**src/pss_pkg.sv**
```systemverilog
`timescale 1ns / 1ps
package pss_pkg;

   // build defaults for the top-level parameters
   localparam int NUM_SERVERS_DEF = 2;
   localparam int NUM_CLASSES_DEF = 3;

   // classes shown on the result beat and fed by the arrival mask
   localparam int OUT_CLASSES = 3;
   localparam int MASK_W      = 3;

   localparam int CNT_W  = 32;
   localparam int WAIT_W = 8;
   localparam int TICK_W = 16;
   localparam int SCLS_W = 2;
   localparam int VIC_W  = 3;

   localparam logic [SCLS_W-1:0] SERVER_IDLE = 2'd3;
   localparam logic [CNT_W-1:0]  CNT_MAX     = '1;

   localparam int REQ_DATA_W = 8;
   localparam int RSP_DATA_W = 224;
   localparam int CSR_ADDR_W = 4;
   localparam int CSR_DATA_W = 32;

   localparam logic [WAIT_W-1:0] QUEUE_LIMIT_RST       = 8'd6;
   localparam logic [WAIT_W-1:0] PREEMPT_THRESHOLD_RST = 8'd3;
   localparam logic [TICK_W-1:0] SERVICE_TICKS_A_RST   = 16'd70;
   localparam logic [TICK_W-1:0] SERVICE_TICKS_B_RST   = 16'd100;

   typedef enum logic [1:0] {
      REG_QUEUE_LIMIT       = 2'd0,
      REG_PREEMPT_THRESHOLD = 2'd1,
      REG_SERVICE_TICKS_A   = 2'd2,
      REG_SERVICE_TICKS_B   = 2'd3
   } reg_index_type;

   typedef struct packed {
      logic [WAIT_W-1:0] queue_limit;
      logic [WAIT_W-1:0] preempt_threshold;
      logic [TICK_W-1:0] service_ticks_a;
      logic [TICK_W-1:0] service_ticks_b;
   } cfg_type;

   // queue admission decision
   typedef struct packed {
      logic             admit;
      logic             push;
      logic [VIC_W-1:0] victim;
   } enq_type;

   typedef enum logic [2:0] {
      ST_IDLE,
      ST_FREE,
      ST_ARRIVE,
      ST_LOAD,
      ST_PREEMPT,
      ST_REQUEUE,
      ST_DONE
   } state_type;

   function automatic logic [CNT_W-1:0] sat_inc(input logic [CNT_W-1:0] v);
      return (v == CNT_MAX) ? v : v + 1'b1;
   endfunction

endpackage

```
**src/pss_csr.sv**
```systemverilog
`timescale 1ns / 1ps
module pss_csr (
   input  logic                            clock,
   input  logic                            reset,
   input  logic                            psel,
   input  logic                            penable,
   input  logic                            pwrite,
   input  logic [pss_pkg::CSR_ADDR_W-1:0]  paddr,
   input  logic [pss_pkg::CSR_DATA_W-1:0]  pwdata,
   output logic [pss_pkg::CSR_DATA_W-1:0]  prdata,
   output logic                            pready,
   output pss_pkg::cfg_type                cfg
);
   import pss_pkg::*;

   cfg_type       cfg_ff;
   cfg_type       cfg_in;
   reg_index_type reg_idx;
   logic          wr_en;

   assign reg_idx = reg_index_type'(paddr[CSR_ADDR_W-1:2]);
   assign wr_en   = psel & penable & pwrite;
   assign pready  = 1'b1;
   assign cfg     = cfg_ff;

   always_comb begin
      cfg_in = cfg_ff;
      if (wr_en) begin
         unique case (reg_idx)
            REG_QUEUE_LIMIT:       cfg_in.queue_limit       = pwdata[WAIT_W-1:0];
            REG_PREEMPT_THRESHOLD: cfg_in.preempt_threshold = pwdata[WAIT_W-1:0];
            REG_SERVICE_TICKS_A:   cfg_in.service_ticks_a   = pwdata[TICK_W-1:0];
            REG_SERVICE_TICKS_B:   cfg_in.service_ticks_b   = pwdata[TICK_W-1:0];
         endcase
      end
   end

   always_comb begin
      unique case (reg_idx)
         REG_QUEUE_LIMIT:       prdata = CSR_DATA_W'(cfg_ff.queue_limit);
         REG_PREEMPT_THRESHOLD: prdata = CSR_DATA_W'(cfg_ff.preempt_threshold);
         REG_SERVICE_TICKS_A:   prdata = CSR_DATA_W'(cfg_ff.service_ticks_a);
         REG_SERVICE_TICKS_B:   prdata = CSR_DATA_W'(cfg_ff.service_ticks_b);
      endcase
   end

   always_ff @(posedge clock) begin
      if (reset) begin
         cfg_ff.queue_limit       <= QUEUE_LIMIT_RST;
         cfg_ff.preempt_threshold <= PREEMPT_THRESHOLD_RST;
         cfg_ff.service_ticks_a   <= SERVICE_TICKS_A_RST;
         cfg_ff.service_ticks_b   <= SERVICE_TICKS_B_RST;
      end else begin
         cfg_ff <= cfg_in;
      end
   end

endmodule

```
**src/pss_queue.sv**
```systemverilog
`timescale 1ns / 1ps
module pss_queue #(
   parameter int NUM_CLASSES = pss_pkg::NUM_CLASSES_DEF,
   parameter int CLS_W       = $clog2(NUM_CLASSES)
) (
   input  logic [pss_pkg::WAIT_W-1:0] wait_cnt [NUM_CLASSES],
   input  logic [pss_pkg::WAIT_W-1:0] total,
   input  logic [pss_pkg::WAIT_W-1:0] limit,
   input  logic [CLS_W-1:0]           cls,
   output pss_pkg::enq_type           res
);
   import pss_pkg::*;

   // admit while room is left, else push out the lowest-class waiter below cls if any
   always_comb begin
      res       = '0;
      res.admit = (total < limit);
      for (int c = 0; c < NUM_CLASSES; c++) begin
         if (c > int'(cls) && wait_cnt[c] != '0) begin
            res.push   = 1'b1;
            res.victim = VIC_W'(c);
         end
      end
      if (res.admit) begin
         res.push = 1'b0;
      end
   end

endmodule

```
**src/pss_engine.sv**
```systemverilog
`timescale 1ns / 1ps
module pss_engine #(
   parameter int NUM_SERVERS = pss_pkg::NUM_SERVERS_DEF,
   parameter int NUM_CLASSES = pss_pkg::NUM_CLASSES_DEF
) (
   input  logic                           clock,
   input  logic                           reset,
   input  pss_pkg::cfg_type               cfg,
   input  logic                           req_valid,
   output logic                           req_ready,
   input  logic [pss_pkg::MASK_W-1:0]     arrival_mask,
   output logic                           rsp_valid,
   input  logic                           rsp_ready,
   output logic [pss_pkg::RSP_DATA_W-1:0] rsp_data
);
   import pss_pkg::*;

   localparam int CLS_W = $clog2(NUM_CLASSES);
   localparam int SRV_W = (NUM_SERVERS > 1) ? $clog2(NUM_SERVERS) : 1;
   localparam logic [SRV_W-1:0] SRV_LAST = SRV_W'(NUM_SERVERS - 1);
   localparam logic [1:0]       ARR_LAST = 2'(OUT_CLASSES - 1);
   localparam int PAD_W = RSP_DATA_W - (6 * CNT_W + 3 * WAIT_W + 2 * SCLS_W);

   state_type               state_ff, state_in;
   logic [SRV_W-1:0]        srv_ff, srv_in;
   logic [1:0]              cix_ff, cix_in;
   logic [MASK_W-1:0]       mask_ff, mask_in;
   logic [NUM_SERVERS-1:0]  busy_ff, busy_in;
   logic [CLS_W-1:0]        scls_ff [NUM_SERVERS];
   logic [CLS_W-1:0]        scls_in [NUM_SERVERS];
   logic [TICK_W-1:0]       ticks_ff [NUM_SERVERS];
   logic [TICK_W-1:0]       ticks_in [NUM_SERVERS];
   logic [WAIT_W-1:0]       wait_ff [NUM_CLASSES];
   logic [WAIT_W-1:0]       wait_in [NUM_CLASSES];
   logic [WAIT_W-1:0]       tot_ff, tot_in;
   logic [CNT_W-1:0]        arr_ff [NUM_CLASSES];
   logic [CNT_W-1:0]        arr_in [NUM_CLASSES];
   logic [CNT_W-1:0]        ref_ff [NUM_CLASSES];
   logic [CNT_W-1:0]        ref_in [NUM_CLASSES];
   logic [CLS_W-1:0]        worst_ff, worst_in;
   logic                    out_valid_ff, out_valid_in;
   logic [RSP_DATA_W-1:0]   out_data_ff, out_data_in;

   logic                    free_found;
   logic [SRV_W-1:0]        free_idx;
   logic                    hi_found;
   logic [CLS_W-1:0]        hi_cls;
   logic                    vic_found;
   logic [SRV_W-1:0]        vic_idx;
   logic [CLS_W-1:0]        vic_cls;
   logic [CLS_W-1:0]        arr_cls;
   logic                    arr_hit;
   logic [CLS_W-1:0]        q_cls;
   logic [CLS_W-1:0]        q_victim;
   logic                    do_enq;
   enq_type                 enq;

   logic [CNT_W-1:0]        snap_arr [OUT_CLASSES];
   logic [CNT_W-1:0]        snap_ref [OUT_CLASSES];
   logic [WAIT_W-1:0]       snap_wait [OUT_CLASSES];
   logic [SCLS_W-1:0]       snap_srv [2];
   logic [RSP_DATA_W-1:0]   snap;

   function automatic logic [TICK_W-1:0] dur_of(input logic [SRV_W-1:0] s,
                                                  input cfg_type c);
      return (s == '0) ? c.service_ticks_a : c.service_ticks_b;
   endfunction

   assign req_ready = (state_ff == ST_IDLE);
   assign rsp_valid = out_valid_ff;
   assign rsp_data  = out_data_ff;

   assign arr_cls  = CLS_W'(cix_ff);
   assign arr_hit  = mask_ff[cix_ff] && (32'(cix_ff) < NUM_CLASSES);
   assign q_cls    = (state_ff == ST_REQUEUE) ? worst_ff : arr_cls;
   assign q_victim = CLS_W'(enq.victim);

   pss_queue #(
      .NUM_CLASSES (NUM_CLASSES),
      .CLS_W       (CLS_W)
   ) u_queue (
      .wait_cnt (wait_ff),
      .total    (tot_ff),
      .limit    (cfg.queue_limit),
      .cls      (q_cls),
      .res      (enq)
   );

   // lowest idle server
   always_comb begin
      free_found = 1'b0;
      free_idx   = '0;
      for (int s = 0; s < NUM_SERVERS; s++) begin
         if (!busy_ff[s] && !free_found) begin
            free_found = 1'b1;
            free_idx   = SRV_W'(s);
         end
      end
   end

   // highest non-empty class
   always_comb begin
      hi_found = 1'b0;
      hi_cls   = '0;
      for (int c = 0; c < NUM_CLASSES; c++) begin
         if (wait_ff[c] != '0 && !hi_found) begin
            hi_found = 1'b1;
            hi_cls   = CLS_W'(c);
         end
      end
   end

   // busy server with the lowest class, first index on a tie
   always_comb begin
      vic_found = 1'b0;
      vic_idx   = '0;
      vic_cls   = '0;
      for (int s = 0; s < NUM_SERVERS; s++) begin
         if (busy_ff[s] && (!vic_found || scls_ff[s] > vic_cls)) begin
            vic_found = 1'b1;
            vic_idx   = SRV_W'(s);
            vic_cls   = scls_ff[s];
         end
      end
   end

   for (genvar c = 0; c < OUT_CLASSES; c++) begin : g_snap
      if (c < NUM_CLASSES) begin : g_on
         assign snap_arr[c]  = arr_ff[c];
         assign snap_ref[c]  = ref_ff[c];
         assign snap_wait[c] = wait_ff[c];
      end else begin : g_off
         assign snap_arr[c]  = '0;
         assign snap_ref[c]  = '0;
         assign snap_wait[c] = '0;
      end
   end

   assign snap_srv[0] = busy_ff[0] ? SCLS_W'(scls_ff[0]) : SERVER_IDLE;
   if (NUM_SERVERS > 1) begin : g_srv_b
      assign snap_srv[1] = busy_ff[1] ? SCLS_W'(scls_ff[1]) : SERVER_IDLE;
   end else begin : g_no_srv_b
      assign snap_srv[1] = SERVER_IDLE;
   end

   assign snap = {{PAD_W{1'b0}}, snap_srv[1], snap_srv[0],
                  snap_wait[2], snap_wait[1], snap_wait[0],
                  snap_ref[2], snap_ref[1], snap_ref[0],
                  snap_arr[2], snap_arr[1], snap_arr[0]};

   always_comb begin
      state_in     = state_ff;
      srv_in       = srv_ff;
      cix_in       = cix_ff;
      mask_in      = mask_ff;
      busy_in      = busy_ff;
      scls_in      = scls_ff;
      ticks_in     = ticks_ff;
      wait_in      = wait_ff;
      tot_in       = tot_ff;
      arr_in       = arr_ff;
      ref_in       = ref_ff;
      worst_in     = worst_ff;
      out_valid_in = out_valid_ff & ~rsp_ready;
      out_data_in  = out_data_ff;
      do_enq       = 1'b0;

      unique case (state_ff)
         ST_IDLE: begin
            if (req_valid) begin
               mask_in  = arrival_mask;
               srv_in   = '0;
               state_in = ST_FREE;
            end
         end
         ST_FREE: begin
            // count down one server per cycle, release at the end of service
            if (busy_ff[srv_ff]) begin
               if (ticks_ff[srv_ff] <= TICK_W'(1)) begin
                  ticks_in[srv_ff] = '0;
                  busy_in[srv_ff]  = 1'b0;
               end else begin
                  ticks_in[srv_ff] = ticks_ff[srv_ff] - 1'b1;
               end
            end
            if (srv_ff == SRV_LAST) begin
               srv_in   = '0;
               cix_in   = '0;
               state_in = ST_ARRIVE;
            end else begin
               srv_in = srv_ff + 1'b1;
            end
         end
         ST_ARRIVE: begin
            if (arr_hit) begin
               arr_in[arr_cls] = sat_inc(arr_ff[arr_cls]);
               if (free_found) begin
                  busy_in[free_idx]  = 1'b1;
                  scls_in[free_idx]  = arr_cls;
                  ticks_in[free_idx] = dur_of(free_idx, cfg);
               end else begin
                  do_enq = 1'b1;
               end
            end
            if (cix_ff == ARR_LAST) begin
               state_in = ST_LOAD;
            end else begin
               cix_in = cix_ff + 1'b1;
            end
         end
         ST_LOAD: begin
            if (!busy_ff[srv_ff] && hi_found) begin
               wait_in[hi_cls]  = wait_ff[hi_cls] - 1'b1;
               tot_in           = tot_ff - 1'b1;
               busy_in[srv_ff]  = 1'b1;
               scls_in[srv_ff]  = hi_cls;
               ticks_in[srv_ff] = dur_of(srv_ff, cfg);
            end
            if (srv_ff == SRV_LAST) begin
               state_in = ST_PREEMPT;
            end else begin
               srv_in = srv_ff + 1'b1;
            end
         end
         ST_PREEMPT: begin
            if (wait_ff[0] >= cfg.preempt_threshold && hi_found && vic_found &&
                hi_cls < vic_cls) begin
               wait_in[hi_cls]   = wait_ff[hi_cls] - 1'b1;
               tot_in            = tot_ff - 1'b1;
               scls_in[vic_idx]  = hi_cls;
               ticks_in[vic_idx] = dur_of(vic_idx, cfg);
               worst_in          = vic_cls;
               state_in          = ST_REQUEUE;
            end else begin
               state_in = ST_DONE;
            end
         end
         ST_REQUEUE: begin
            do_enq   = 1'b1;
            state_in = ST_PREEMPT;
         end
         ST_DONE: begin
            // hold until the output register is free
            if (!out_valid_ff || rsp_ready) begin
               out_valid_in = 1'b1;
               out_data_in  = snap;
               state_in     = ST_IDLE;
            end
         end
         default: begin
            state_in = ST_IDLE;
         end
      endcase

      if (do_enq) begin
         if (enq.admit) begin
            wait_in[q_cls] = wait_ff[q_cls] + 1'b1;
            tot_in         = tot_ff + 1'b1;
         end else if (enq.push) begin
            wait_in[q_victim] = wait_ff[q_victim] - 1'b1;
            wait_in[q_cls]    = wait_ff[q_cls] + 1'b1;
            ref_in[q_victim]  = sat_inc(ref_ff[q_victim]);
         end else begin
            ref_in[q_cls] = sat_inc(ref_ff[q_cls]);
         end
      end
   end

   always_ff @(posedge clock) begin
      if (reset) begin
         state_ff     <= ST_IDLE;
         busy_ff      <= '0;
         tot_ff       <= '0;
         out_valid_ff <= 1'b0;
         for (int s = 0; s < NUM_SERVERS; s++) begin
            ticks_ff[s] <= '0;
         end
         for (int c = 0; c < NUM_CLASSES; c++) begin
            wait_ff[c] <= '0;
            arr_ff[c]  <= '0;
            ref_ff[c]  <= '0;
         end
      end else begin
         state_ff     <= state_in;
         busy_ff      <= busy_in;
         tot_ff       <= tot_in;
         out_valid_ff <= out_valid_in;
         ticks_ff     <= ticks_in;
         wait_ff      <= wait_in;
         arr_ff       <= arr_in;
         ref_ff       <= ref_in;
      end
   end

   always_ff @(posedge clock) begin
      srv_ff      <= srv_in;
      cix_ff      <= cix_in;
      mask_ff     <= mask_in;
      scls_ff     <= scls_in;
      worst_ff    <= worst_in;
      out_data_ff <= out_data_in;
   end

endmodule

```
**src/priority_server_scheduler_pushout.sv**
```systemverilog
`timescale 1ns / 1ps
// The sequencer walks the servers twice, the three arrival classes once, and each
// preemption round through the shared queue unit; a result stall holds it in ST_DONE.
// A new input beat is taken only after the previous result has entered the output register.
// Reset is synchronous: counts clear, servers go idle, registers return to defaults.
module priority_server_scheduler_pushout #(
   parameter int NUM_SERVERS = pss_pkg::NUM_SERVERS_DEF,
   parameter int NUM_CLASSES = pss_pkg::NUM_CLASSES_DEF
) (
   input  logic                           clock,
   input  logic                           reset,
   input  logic                           req_tvalid,
   output logic                           req_tready,
   // [2:0] arrival_mask, [7:3] zero
   input  logic [pss_pkg::REQ_DATA_W-1:0] req_tdata,
   output logic                           rsp_tvalid,
   input  logic                           rsp_tready,
   // [31:0] arrived_hi, [63:32] arrived_mid, [95:64] arrived_lo,
   // [127:96] refused_hi, [159:128] refused_mid, [191:160] refused_lo,
   // [199:192] waiting_hi, [207:200] waiting_mid, [215:208] waiting_lo,
   // [217:216] server_a_class, [219:218] server_b_class, [223:220] zero
   output logic [pss_pkg::RSP_DATA_W-1:0] rsp_tdata,
   input  logic                           csr_psel,
   input  logic                           csr_penable,
   input  logic                           csr_pwrite,
   input  logic [pss_pkg::CSR_ADDR_W-1:0] csr_paddr,
   input  logic [pss_pkg::CSR_DATA_W-1:0] csr_pwdata,
   output logic [pss_pkg::CSR_DATA_W-1:0] csr_prdata,
   output logic                           csr_pready
);
   import pss_pkg::*;

   cfg_type cfg;

   pss_csr u_csr (
      .clock   (clock),
      .reset   (reset),
      .psel    (csr_psel),
      .penable (csr_penable),
      .pwrite  (csr_pwrite),
      .paddr   (csr_paddr),
      .pwdata  (csr_pwdata),
      .prdata  (csr_prdata),
      .pready  (csr_pready),
      .cfg     (cfg)
   );

   pss_engine #(
      .NUM_SERVERS (NUM_SERVERS),
      .NUM_CLASSES (NUM_CLASSES)
   ) u_engine (
      .clock        (clock),
      .reset        (reset),
      .cfg          (cfg),
      .req_valid    (req_tvalid),
      .req_ready    (req_tready),
      .arrival_mask (req_tdata[MASK_W-1:0]),
      .rsp_valid    (rsp_tvalid),
      .rsp_ready    (rsp_tready),
      .rsp_data     (rsp_tdata)
   );

endmodule

```
**config.mk**
```make
export PLATFORM = sky130hd
export DESIGN_NAME = priority_server_scheduler_pushout
export DESIGN_NICKNAME = d
export VERILOG_FILES = /design/src/pss_pkg.sv /design/src/pss_csr.sv /design/src/pss_queue.sv /design/src/pss_engine.sv /design/src/priority_server_scheduler_pushout.sv
export SDC_FILE = /design/constraint.sdc
export NUM_CORES = 1
export LEC_CHECK = 0
export ABC_AREA = 1
export BUFFER_PORTS_ARGS = -buffer_cell sky130_fd_sc_hd__buf_4
export CORE_MARGIN = 3
export CORE_UTILIZATION = 60
export DETAILED_ROUTE_END_ITERATION = 16
export GPL_TIMING_DRIVEN = 0
export PLACE_DENSITY_LB_ADDON = 0.05
export SYNTH_ARGS = -nofsm -noshare
export SYNTH_HDL_FRONTEND = slang
export SYNTH_HIERARCHICAL = 1
export SYNTH_SLANG_ARGS = --single-unit
```
**constraint.sdc**
```tcl
create_clock -name clock -period 25.2 [get_ports clock]
set_input_delay 5.04 -clock clock [delete_from_list [all_inputs] [get_ports clock]]
set_output_delay 5.04 -clock clock [all_outputs]
set_load 0.1 [all_outputs]
```
==> run metrics <==
Total Routing Usage GR 0.424; Initial Util 0.613; Rows 80; DR vias/cell 6.26; WS Path Type input port to primary output; crit path max fanout 10; die area 52000 sq um; min setup slack post-route 13.80 ns; Max Fclk 87.7 MHz; input/output buffers 265; Fin. Hold Viols 0; Slew Viols, Final 0; P_leak 14.8 nW; maximum vdd ir drop 0.0000570 V; power per cell area 96.9 nW/um^2; Final Cycle Share 0.452; commonest non-fill, non-tap cell in the layout nand2_1; reg-to-reg slack, setup 18.79 ns; skew final 0.0431 ns; gr ovfl total 0; synthesized cell area 29600 sq um; DPL Wire Length 84500 um; CTS Root Cell clkbuf_16; max_cap viols 0; clk sinks 542; status complete, but fails checks; die width 228 um; Core Region 48200 sq um; # resized after CTS 0; Die Y-Extent 228 um; Critical Path Source Type input port; Slowest cell on crit path nor2_1; ant diodes 0; H-tree levels 2; hold_ws 0.436 ns; vias in the first global route 29226; Worst Tran Pin Value 1.23 ns; area growth from synthesis to layout 16.8%; count of nets after finishing 4450; crit path from csr_paddr[3]; drt pass-1 iters 14; Bufs on Longest Clock Path 3; Detailed Route WL 116000 um; DR WL/cell 22.9 um; Hold WC Path Type flop to flop; Worst Path Arrival 6.36 ns; critical-path cell list buf_4, nor2_1, buf_4, nand2_1, nand4_1, buf_4; DRT antenna net count 0; relative slew slack 0.179; first-pass GRT wire length 172000 um; Synthesis Warnings 6; syn_area_per_cell 7.37 sq um; dpl ws 13.87 ns; # Post-CTS Setup Buffers 0; failing checks DRC; total CTS buffers 54; Critical Path End Type primary output; setup TNS 0 ns; most frequent cells in the layout 904 x nand2_1, 452 x nor2_1, 423 x o21ai_0, 413 x inv_1, 336 x a21oi_1; initial antenna violation count 1; # DRC 1; fill count 3939; largest net degree at the start of global routing 17; CP max stage delay 0.37 ns; detailed-route via count 31736; Critical R2R Launch u_engine/state_ff[2]; RSZ-0062 raised after global routing no; Worst Hold Launch u_engine/arr_ff[13]; cells after synthesis 4010; later-pin clock latency in the skew report 0.65 ns; Clock transition at path regs 0.06 ns; fin crit period 11.40 ns; TritonCTS clock tree done; Worst EP required 20.16 ns; I/O pins 310; CP dominant cell by count buf_4; final setup vio count 0; Post-CTS Hold Buffers 0; DRT iter0 DRCs 5521; Final GP Congestion 1.07; layout cells sized above 1 0.125
## flip-flops by register name (all words and copies together) (netlist names), 3 cells and up
register           cells
u_engine/tot_ff        8
u_engine/scls_ff       4
u_engine/snap         24
u_engine/ticks_ff     32
u_engine/mask_ff       3
u_engine/arr_ff       96
u_engine/rsp_data    220
u_engine/ref_ff       96
u_csr/cfg             48
u_engine/state_ff      3
## layer usage
| layer | global-route usage | wire length, um | up-vias |
|---|---|---|---|
| li1 | - | - | 14057 |
| met2 | 0.651 | 49800 | 2765 |
| met4 | 0.199 | 6600 | 2 |
| met1 | 0.560 | 42400 | 14341 |
| met3 | 0.118 | 17000 | 571 |
| met5 | 0 | 25 | - |
## cell type report
| type | instances | area [sq um] | share of cell area |
|---|---|---|---|
| inverter | 436 | 1640 | 0.0475 |
| timing repair buffer | 283 | 2190 | 0.0635 |
| buffer | 216 | 1050 | 0.0303 |
| multi-input combinational | 2834 | 13800 | 0.399 |
| clock buffer | 66 | 1480 | 0.0428 |
| tap | 656 | 821 | 0.0238 |
| clock inverter | 36 | 392 | 0.0113 |
| sequential | 542 | 13200 | 0.382 |
## path summary, 6_finish.rpt
check	to	depth (start not counted)
setup / recovery	csr_prdata[3]	6
hold / removal	u_engine/rsp_data[77]	0
setup reg to reg	u_engine/ref_ff[14]	22
hold reg to reg	u_engine/rsp_data[77]	0
## worst max-delay path, delay by kind of cell
kind | cells | cell delay, ns
buffers and inverters | 3 | 0.71
AND/OR/NAND/NOR | 3 | 0.60
## power by group
group / switching (W) / leakage (nW) / internal (W)
clock network: 0.000380 / 0.893 / 0.000475
logic: 0.00112 / 9.26 / 0.000351
registers: 0.0000423 / 4.65 / 0.000977
total: 0.00154 / 14.8 / 0.00180
## per-stage QoR
step,utilization,area (sq um),instances,total power [W]
after global placement,0.672,32400,4949,0.00242
after floorplan,-,29600,4028,0.00200
after global routing,0.715,34500,5069,0.00346
final,0.715,34500,5069,0.00334
after CTS,0.715,34500,5069,0.00327
after detailed placement,0.677,32600,4967,0.00242
Power figures use the tool's default switching activity.
